[config.mk]
export PLATFORM = sky130hd
export DESIGN_NAME = hhr_div
export DESIGN_NICKNAME = d
export VERILOG_FILES = /design/src/hhr_div.sv
export SDC_FILE = /design/constraint.sdc
export NUM_CORES = 1
export LEC_CHECK = 0
export CORE_MARGIN = 2
export CORE_UTILIZATION = 67
export DETAILED_ROUTE_END_ITERATION = 10
export DONT_BUFFER_PORTS = 1
export PLACE_DENSITY = 0.83
export SETUP_SLACK_MARGIN = 0.1
export SLEW_MARGIN = 20
export SYNTH_ARGS = -nofsm -noshare
export SYNTH_HDL_FRONTEND = slang
export SYNTH_SLANG_ARGS = --single-unit
[constraint.sdc]
create_clock -name clk -period 35.7 [get_ports clk]
set_input_delay 10.71 -clock clk [delete_from_list [all_inputs] [get_ports clk]]
set_output_delay 10.71 -clock clk [all_outputs]
set_load 0.01 [all_outputs]
[src/hhr_div.sv]
// hhr_div: pipelined restoring divider, one quotient bit per stage
// carries a sideband word alongside each beat; valid/stall on both sides
// no package dependencies
module hhr_div #(
	parameter int DIV_W = 14,
	parameter int QUO_W = 13,
	parameter int SB_W  = 42
) (
	input  logic             clk,
	input  logic             arst_n,
	input  logic             in_valid,
	output logic             in_stall,
	input  logic [DIV_W+QUO_W-1:0] dividend,
	input  logic [DIV_W-1:0] divisor,
	input  logic [SB_W-1:0]  in_side,
	output logic             out_valid,
	input  logic             out_stall,
	output logic [QUO_W-1:0] quotient,
	output logic [SB_W-1:0]  out_side
);

	logic             vld_s  [QUO_W];
	logic [DIV_W-1:0] rem_s  [QUO_W];
	logic [DIV_W-1:0] dvs_s  [QUO_W];
	logic [QUO_W-1:0] sh_s   [QUO_W];
	logic [SB_W-1:0]  side_s [QUO_W];
	logic [QUO_W:0]   en;

	assign en[QUO_W] = ~out_stall;

	for (genvar k = 0; k < QUO_W; k++) begin : g_step
		logic             vld_in;
		logic [DIV_W-1:0] rem_in;
		logic [DIV_W-1:0] dvs_in;
		logic [QUO_W-1:0] sh_in;
		logic [SB_W-1:0]  side_in;
		logic [DIV_W:0]   trial;
		logic [DIV_W:0]   diff;
		logic             ge;

		if (k == 0) begin : g_first
			assign vld_in  = in_valid;
			assign rem_in  = dividend[DIV_W+QUO_W-1:QUO_W];
			assign sh_in   = dividend[QUO_W-1:0];
			assign dvs_in  = divisor;
			assign side_in = in_side;
		end else begin : g_next
			assign vld_in  = vld_s[k-1];
			assign rem_in  = rem_s[k-1];
			assign sh_in   = sh_s[k-1];
			assign dvs_in  = dvs_s[k-1];
			assign side_in = side_s[k-1];
		end

		assign trial = {rem_in, sh_in[QUO_W-1]};
		assign diff  = trial - {1'b0, dvs_in};
		assign ge    = (trial >= {1'b0, dvs_in});
		assign en[k] = ~vld_s[k] | en[k+1];

		always_ff @(posedge clk or negedge arst_n) begin
			if (!arst_n) begin
				vld_s[k] <= 1'b0;
			end else if (en[k]) begin
				vld_s[k] <= vld_in;
			end
		end

		always_ff @(posedge clk) begin
			if (en[k]) begin
				rem_s[k]  <= ge ? diff[DIV_W-1:0] : trial[DIV_W-1:0];
				sh_s[k]   <= {sh_in[QUO_W-2:0], ge};
				dvs_s[k]  <= dvs_in;
				side_s[k] <= side_in;
			end
		end
	end

	assign in_stall  = ~en[0];
	assign out_valid = vld_s[QUO_W-1];
	assign quotient  = sh_s[QUO_W-1];
	assign out_side  = side_s[QUO_W-1];

endmodule
==> run summary, run 1 <==
Post-CTS Setup Inserts: 0
drt first pass iters: 7
DP Worst Slack: 11.18 ns
RSZ-0062 raised after global routing: false
largest area contributor in the netlist: edfxtp_1
number of synthesis warnings: 0
CTS HTree Levels: 3
DP HPWL: 50.6 mm
count leader, synth: edfxtp_1
PnR worst setup slack: 11.13 ns
DR iter-0 viols: 2686
Combinational Power Share: 30.0%
Die Y: 256 um
largest net degree at the start of global routing: 86
part of the Yosys area used for sequential elements: 74.7%
Worst Path Max Fanout: 85
CP startpoint kind: input port
EDFF count, synth: 1051
crit path kind: in2out
register bit total from synthesis: 1064
Internal: 0.00291 W
TNS Setup: 0 ns
gpl congestion: 0.965
FF-to-FF setup slack: 30.80 ns
Sw Ratio: 32.2%
antenna violations before repair: 7
PwrDens: 91.6 mW/mm^2
# IOs: 144
worst path required time: 24.99 ns
layout cells sized above 1: 10.8%
Filler cells: 3281
most common library cells after synthesis: edfxtp_1 (1051), inv_1 (243), ha_1 (182)
Hold Crit Class: reg2reg
detailed-route DRC error count: 0
Worst-Skew Late Latency: 0.66 ns
cell area after synthesis: 0.0427 mm^2
Longest Clk Path Bufs: 3
Initial Util: 67.8%
Core Footprint: 0.0630 mm^2
Fin. Hold Viols: 0
Vias: 22800
post-CTS sizing: 0
Max VDD drop: 50.4 uV
nets@finish: 2945
share of power burned in the clock network: 23.8%
main area contributors after synthesis: edfxtp_1 (74%), ha_1 (5.3%), mux2_2 (2.2%)
Syn Area/Cell: 16.6 um^2
Pleak: 18.2 nW
grt ovf: 0
Flop pwr share: 46.2%
min Tclk post-route: 24.57 ns
Total GRT Usage: 27.5%
crit path capture type: output pin
first-pass GRT wire length: 138 mm
post-route ant nets: 0
Clock Tree Root: clkbuf_16
Synth cell types: 75
status: completed
TritonCTS clock tree: done
area share of the largest cell type after synthesis: 74.0%
Die ar.: 0.0657 mm^2
CTS Hold Buffers Added: 0
Final Skew: 0.0316 ns
Synth Flop Type: edfxtp_1
Async S/R FF share, synth: 1.22%
cell count after synthesis: 2568
Routed Wire Length: 89.2 mm
Switch Pwr: 0.00139 W
DIE WIDTH: 256 um
Final Cycle Share: 68.8%
clock slew at reported path FFs: 0.07 ns
Routed WL per cell: 24.8 um
Synth Net Count: 2849
vias per cell: 6.34
vias in the first global route: 23600
Layout area overhead: 9.98%
max-cap violation count: 0
Critical Path AT: 13.86 ns
CTS sink cnt: 1064
buffers added on ports: 0
CTS Buf Count: 98
fin. max-slew vios: 0
actual slew at the worst max-slew pin: 1.13 ns
FMAX: 0.0407 GHz
setup violators final: 0
slew margin rel.: 24.4%
FP Rows: 92
-- cell families after synthesis --
logic type                 count (synthesis)  synth area share, %
DFF                                     1064                 74.7
AOI/OAI and AO/OA                        466                 7.46
and+or+nand+nor                          352                 4.08
buffers and inverters                    266                 2.50
adders and majority gates                194                 5.90
muxes                                    121                 3.19
xor gates and xnor gates                 105                 2.16
-- stage by stage --
| stage | hold slack [ns] | std cells | total power (W) | cell area, um^2 | util [%] |
|---|---|---|---|---|---|
| after floorplan | 0.400 | 2568 | 0.00286 | 42700 | - |
| after global placement | 0.401 | 3408 | 0.00307 | 43800 | 69.5 |
| after detailed placement | 0.405 | 3408 | 0.00316 | 43800 | 69.5 |
| after CTS | 0.408 | 3588 | 0.00428 | 46900 | 74.4 |
| after global routing | 0.411 | 3590 | 0.00448 | 46900 | 74.5 |
| final | 0.405 | 3592 | 0.00430 | 46900 | 74.5 |
-- layout by cell type, fill, tap and decap left out, types with 8 or more instances in the layout --
| cell | synthesis | routed |
|---|---|---|
| dfrtp_1 | 13 | 13 |
| nand4_1 | 13 | 13 |
| o31ai_1 | 8 | 8 |
| mux2i_1 | 22 | 22 |
| a21o_1 | 68 | 68 |
| mux2_2 | 85 | 85 |
| xnor2_1 | 58 | 58 |
| clkinv_2 | 0 | 17 |
| nand2b_1 | 35 | 35 |
| o31a_1 | 16 | 16 |
| edfxtp_1 | 1051 | 1051 |
| o21ai_0 | 116 | 116 |
| clkbuf_16 | 0 | 99 |
| nor2b_1 | 26 | 26 |
| a21oi_1 | 80 | 80 |
| nor3_1 | 26 | 26 |
| a211oi_1 | 22 | 22 |
| ha_1 | 182 | 182 |
| clkbuf_1 | 3 | 32 |
| inv_1 | 243 | 238 |
| fa_1 | 12 | 12 |
| o21a_1 | 39 | 39 |
| clkinv_1 | 0 | 11 |
| nand3_1 | 34 | 31 |
| nor2_1 | 81 | 81 |
| o21bai_1 | 12 | 12 |
| xor2_1 | 47 | 47 |
| a31oi_1 | 23 | 23 |
| clkbuf_8 | 0 | 8 |
| nand2_1 | 86 | 82 |
| buf_4 | 1 | 11 |
| a31o_2 | 10 | 10 |
| and3_1 | 15 | 15 |
-- power by group through the flow --
stage,clock (W),combinational [W],sequential [W]
3_3_place_gp,0,0.00111,0.00196
4_1_cts,0.00103,0.00126,0.00198
2_1_floorplan,0,0.000938,0.00192
5_1_grt,0.00108,0.00139,0.00201
6_report,0.00102,0.00129,0.00199
3_5_place_dp,0,0.00118,0.00198
-- state kept, by name (all words and copies together) (netlist names) --
| signal | count |
|---|---|
| side_s | 546 |
| sh_s | 169 |
| dvs_s | 168 |
| rem_s | 168 |
| g_step.vld_in | 12 |
| out_valid | 1 |
-- layer usage --
metal | global-route usage (%) | up-vias | wire length [um]
met5 | 0 | - | 57
met4 | 11.1 | 8 | 4330
met3 | 4.24 | 317 | 5820
met2 | 50.9 | 1314 | 48400
met1 | 32.1 | 11200 | 30600
li1 | - | 9938 | -
-- cell type report --
type / instances / area (um^2) / area share [%]
inverters: 246 / 925 / 1.97
repair buffers: 16 / 159 / 0.339
well taps: 846 / 1060 / 2.26
clock buffers: 139 / 2710 / 5.77
clock inverters: 41 / 392 / 0.834
diodes: 2 / 5.00 / 0.0107
multi-input cells: 1238 / 9800 / 20.9
flip-flops and latches: 1064 / 31900 / 67.9
-- path summary, 6_finish.rpt --
kind                             start  depth (start not counted)                 to
max                          out_stall                         10           in_stall
min                        sh_s[0][46]                          0        sh_s[0][60]
max reg2reg                  out_valid                         10       rem_s[0][36]
min reg2reg                sh_s[0][46]                          0        sh_s[0][60]
max in group asynchronous       arst_n                          0  g_step[12].vld_in
min in group asynchronous       arst_n                          0   g_step[2].vld_in
-- critical path: stages --
cell      delay [ns]
and3_1          0.32
clkinv_2        0.11
buf_6           0.30
nor2_1          0.34
and2_1          0.43
inv_2           0.39
nor2_1          0.37
and2_1          0.45
nand3_4         0.25
inv_1           0.16
No activity file was read; power rests on OpenSTA's default activity.
==> run 2: changes to the inputs <==
--- a/config.mk
+++ b/config.mk
@@ -5,11 +5,12 @@
 export SDC_FILE = /design/constraint.sdc
 export NUM_CORES = 1
 export LEC_CHECK = 0
+export ABC_AREA = 1
 export CORE_MARGIN = 2
-export CORE_UTILIZATION = 67
+export CORE_UTILIZATION = 63
 export DETAILED_ROUTE_END_ITERATION = 10
 export DONT_BUFFER_PORTS = 1
-export PLACE_DENSITY = 0.83
+export PLACE_DENSITY = 0.79
 export SETUP_SLACK_MARGIN = 0.1
 export SLEW_MARGIN = 20
 export SYNTH_ARGS = -nofsm -noshare
==> constraint.sdc (replaced) <==
create_clock -name clk -period 25.6 [get_ports clk]
set_input_delay 7.68 -clock clk [delete_from_list [all_inputs] [get_ports clk]]
set_output_delay 7.68 -clock clk [all_outputs]
set_load 0.01 [all_outputs]
==> run 2 against run 1 <==
- clock power grew 47%
- first-iteration DRC count down 19%
- worst setup slack worse by 3.9 ns
- final cell count is 17% higher
- synthesized cell count grew 21%
- clock skew grew 0.017 ns
- worst hold slack got worse by 0.0067 ns
- routed wire length up 0.18%
- flip-flop and latch count did not move
==> run summary, run 2 <==
status: completed
gpl congestion: 0.908 (-5.9%)
part of the Yosys area used for sequential elements: 72.4% (-2.3 points)
register bit total from synthesis: 1064 (unchanged)
Final Cycle Share: 71.8%
Sw Ratio: 35.6% (+3.4 points)
Hold Path End: side_s[3][23]
Critical Path AT: 10.70 ns (-3.16 ns)
Max VDD drop: 83.1 uV (+65%)
# IOs: 144 (unchanged)
Layout area overhead: 10.1% (about the same)
Worst Path Max Fanout: 57 (-33%)
worst path required time: 17.92 ns (-7.07 ns)
Initial Util: 63.9% (-3.9 points)
Flop pwr share: 45.3% (-0.9 points)
Vias: 24000 (+5.5%)
Synth Net Count: 3387 (+19%)
Critical path origin: out_stall
CTS Hold Buffers Added: 0 (unchanged)
crit path kind: in2out
cell family with most CP delay: simple AND/OR/NAND/NOR gates
Final Skew: 0.0485 ns (+0.0169 ns)
max-cap violation count: 0 (unchanged)
Largest regs: side_s (546), sh_s (169)
TNS Setup: 0 ns (unchanged)
Die ar.: 0.0721 mm^2 (+9.6%)
Syn Area/Cell: 14.2 um^2 (-15%)
max reg flops: 546 (unchanged)
layout cells sized above 1: 10.9% (+0.12 points)
FF-to-FF setup slack: 21.00 ns (-9.80 ns)
vias in the first global route: 24400 (+3.6%)
worst r2r dst: dvs_s[1][27]
nets@finish: 3479 (+18%)
CP peak stage delay: 0.61 ns (+0.16 ns)
fin. max-slew vios: 0 (unchanged)
first-pass GRT wire length: 139 mm (+1.1%)
drt first pass iters: 7 (unchanged)
commonest non-fill, non-tap cell in the layout: edfxtp_1
buffers added on ports: 0 (unchanged)
number of synthesis warnings: 0 (unchanged)
R2R depth: 10 (unchanged)
DP Worst Slack: 7.38 ns (-3.80 ns)
TritonCTS clock tree: done
Slowest cell on crit path: nand4_4
setup violators final: 0 (unchanged)
FP Rows: 96 (+4.3%)
share of power burned in the clock network: 22.0% (-1.8 points)
post-CTS sizing: 0 (unchanged)
Die Y: 268 um (+4.7%)
Async S/R FF share, synth: 1.22% (unchanged)
detailed-route DRC error count: 0 (unchanged)
Routed Wire Length: 89.4 mm (+0.18%)
Routed WL per cell: 21.2 um (-15%)
Combinational Power Share: 32.7% (+2.7 points)
Synth cell types: 36 (-52%)
Longest Clk Path Bufs: 3 (unchanged)
worst path buffer plus inverter count: 3 (-1)
CP startpoint kind: input port
Filler cells: 4518 (+38%)
Switch Pwr: 0.00243 W (+75%)
DR iter-0 viols: 2184 (-19%)
most common library cells after synthesis: edfxtp_1 (1051), nand2_1 (391), inv_1 (333)
Internal: 0.00439 W (+51%)
Hold Crit Class: reg2reg
main area contributors after synthesis: edfxtp_1 (72%), ha_1 (5.2%), nand2_1 (3.3%)
largest net degree at the start of global routing: 85 (-1.2%)
Total GRT Usage: 25.6% (-1.9 points)
cell area after synthesis: 0.0441 mm^2 (+3.2%)
largest area contributor in the netlist: edfxtp_1
clock slew at reported path FFs: 0.07 ns (about the same)
min Tclk post-route: 18.38 ns
Post-CTS Setup Inserts: 0 (unchanged)
vias per cell: 5.70 (-10%)
PnR worst setup slack: 7.22 ns (-3.91 ns)
CTS Buf Count: 101 (+3.1%)
CTS sink cnt: 1064 (unchanged)
crit path capture type: output pin
slew margin rel.: 45.1% (+21 points)
EDFF count, synth: 1051 (unchanged)
Worst-Skew Late Latency: 0.69 ns (+0.03 ns)
FMAX: 0.0544 GHz
FF-to-FF Start: out_valid
grt ovf: 0 (unchanged)
Clock Tree Root: clkbuf_16
Largest Register: side_s
area share of the largest cell type after synthesis: 71.6% (-2.3 points)
antenna violations before repair: 5 (-2)
Core Footprint: 0.0689 mm^2 (+9.5%)
CP Cell Sequence: nand2_2 -> buf_4 -> nor2_2 -> nand4_1 -> buf_4 -> nor2_2 -> nand4_4 -> nor2_4 -> nand4_1 -> inv_1
CTS HTree Levels: 3 (unchanged)
Synth Flop Type: edfxtp_1
Worst Hold Launch: side_s[2][23]
cell count after synthesis: 3106 (+21%)
PwrDens: 141 mW/mm^2 (+54%)
Pleak: 19.1 nW (+4.9%)
RSZ-0062 raised after global routing: false
post-route ant nets: 0 (unchanged)
Worst Hold Depth: 0 (unchanged)
actual slew at the worst max-slew pin: 0.824 ns (-0.307 ns)
register area: 0.0319 mm^2 (unchanged)
most frequent cells in the layout: edfxtp_1 (1051), nand2_1 (387), inv_1 (328), nor2_1 (248), a21oi_1 (198)
DP HPWL: 59.6 mm (+18%)
count leader, synth: edfxtp_1
DIE WIDTH: 268 um (+4.7%)
area of the multi-input gates: 0.0106 mm^2 (+8.6%)
Fin. Hold Viols: 0 (unchanged)
==> run 2: cell types whose count changed in the layout (fill, tap and decap cells not counted), moves of 58 or more <==
| cell | change |
|---|---|
| nand3_1 | +59 |
| a21oi_1 | +118 |
| nand2_1 | +305 |
| mux2_2 | -85 |
| a21oi_2 | +58 |
| inv_1 | +90 |
| nor2_1 | +167 |
==> run 2: worst max path at each step <==
| stage | end | slack, ns | cells past startpoint |
|---|---|---|---|
| finish | in_stall | 7.22 | 10 |
| global route | in_stall | 6.93 | 10 |
| CTS | in_stall | 7.21 | 10 |
| detailed placement | in_stall | 7.38 | 10 |
| global placement | in_stall | 7.57 | 10 |
| floorplan | in_stall | 0.52 | 8 |
==> run 2: worst register-to-register path, stage by stage (launching register included) <==
cell and delay [ns]:
dfrtp_1 0.47, nand2_2 0.09, buf_4 0.36, nor2_2 0.29, nand4_1 0.11, buf_4 0.31
nor2_2 0.30, nand4_4 0.61, nor2_4 0.53, clkinv_2 0.62, buf_4 0.56
==> run 2: per-layer routing <==
layer	global-route usage [%]	vias up	wire length, um
li1	-	11300	-
met1	32.2	11700	35300
met2	45.6	824	46500
met3	3.38	193	4110
met4	9.74	2	3410
met5	0	-	13
==> run 2: cell type report <==
| class | instances | area share, % |
|---|---|---|
| inverters | 343 | 2.67 |
| clock inverters | 58 | 1.48 |
| well taps | 931 | 2.40 |
| diodes | 3 | 0.0155 |
| multi-input cells | 1675 | 22.0 |
| repair buffers | 13 | 0.209 |
| flip-flops and latches | 1064 | 65.8 |
| clock buffers | 131 | 5.51 |
==> run 2: kinds of logic (layout without fill, tap and decap cells) <==
group / after synthesis / after routing / share of synthesized area (%)
fa+ha+maj: 194 / 194 / 5.71
flops: 1064 / 1064 / 72.4
buf+inv: 367 / 545 / 3.60
simple gates: 932 / 932 / 10.2
xor+xnor: 96 / 96 / 1.91
compound gates: 453 / 453 / 6.17
other cells: 0 / 3 / 0
==> run 2: per-stage QoR <==
stage	total power, W	cell area, um^2	hold WS [ns]	cells	utilization [%]
floorplan	0.00468	44100	0.400	3106	-
global placement	0.00519	45100	0.400	4026	65.4
detailed placement	0.00527	45100	0.405	4026	65.4
CTS	0.00684	48500	0.393	4215	70.3
global route	0.00723	48500	0.405	4216	70.3
finish	0.00682	48500	0.398	4218	70.3
==> run 2: power groups by stage <==
stage,logic (W),registers (W),clock network [W]
after floorplan,0.00174,0.00294,0
after global placement,0.00213,0.00306,0
after detailed placement,0.00217,0.00310,0
after CTS,0.00221,0.00310,0.00153
after global routing,0.00249,0.00314,0.00160
final,0.00223,0.00309,0.00150
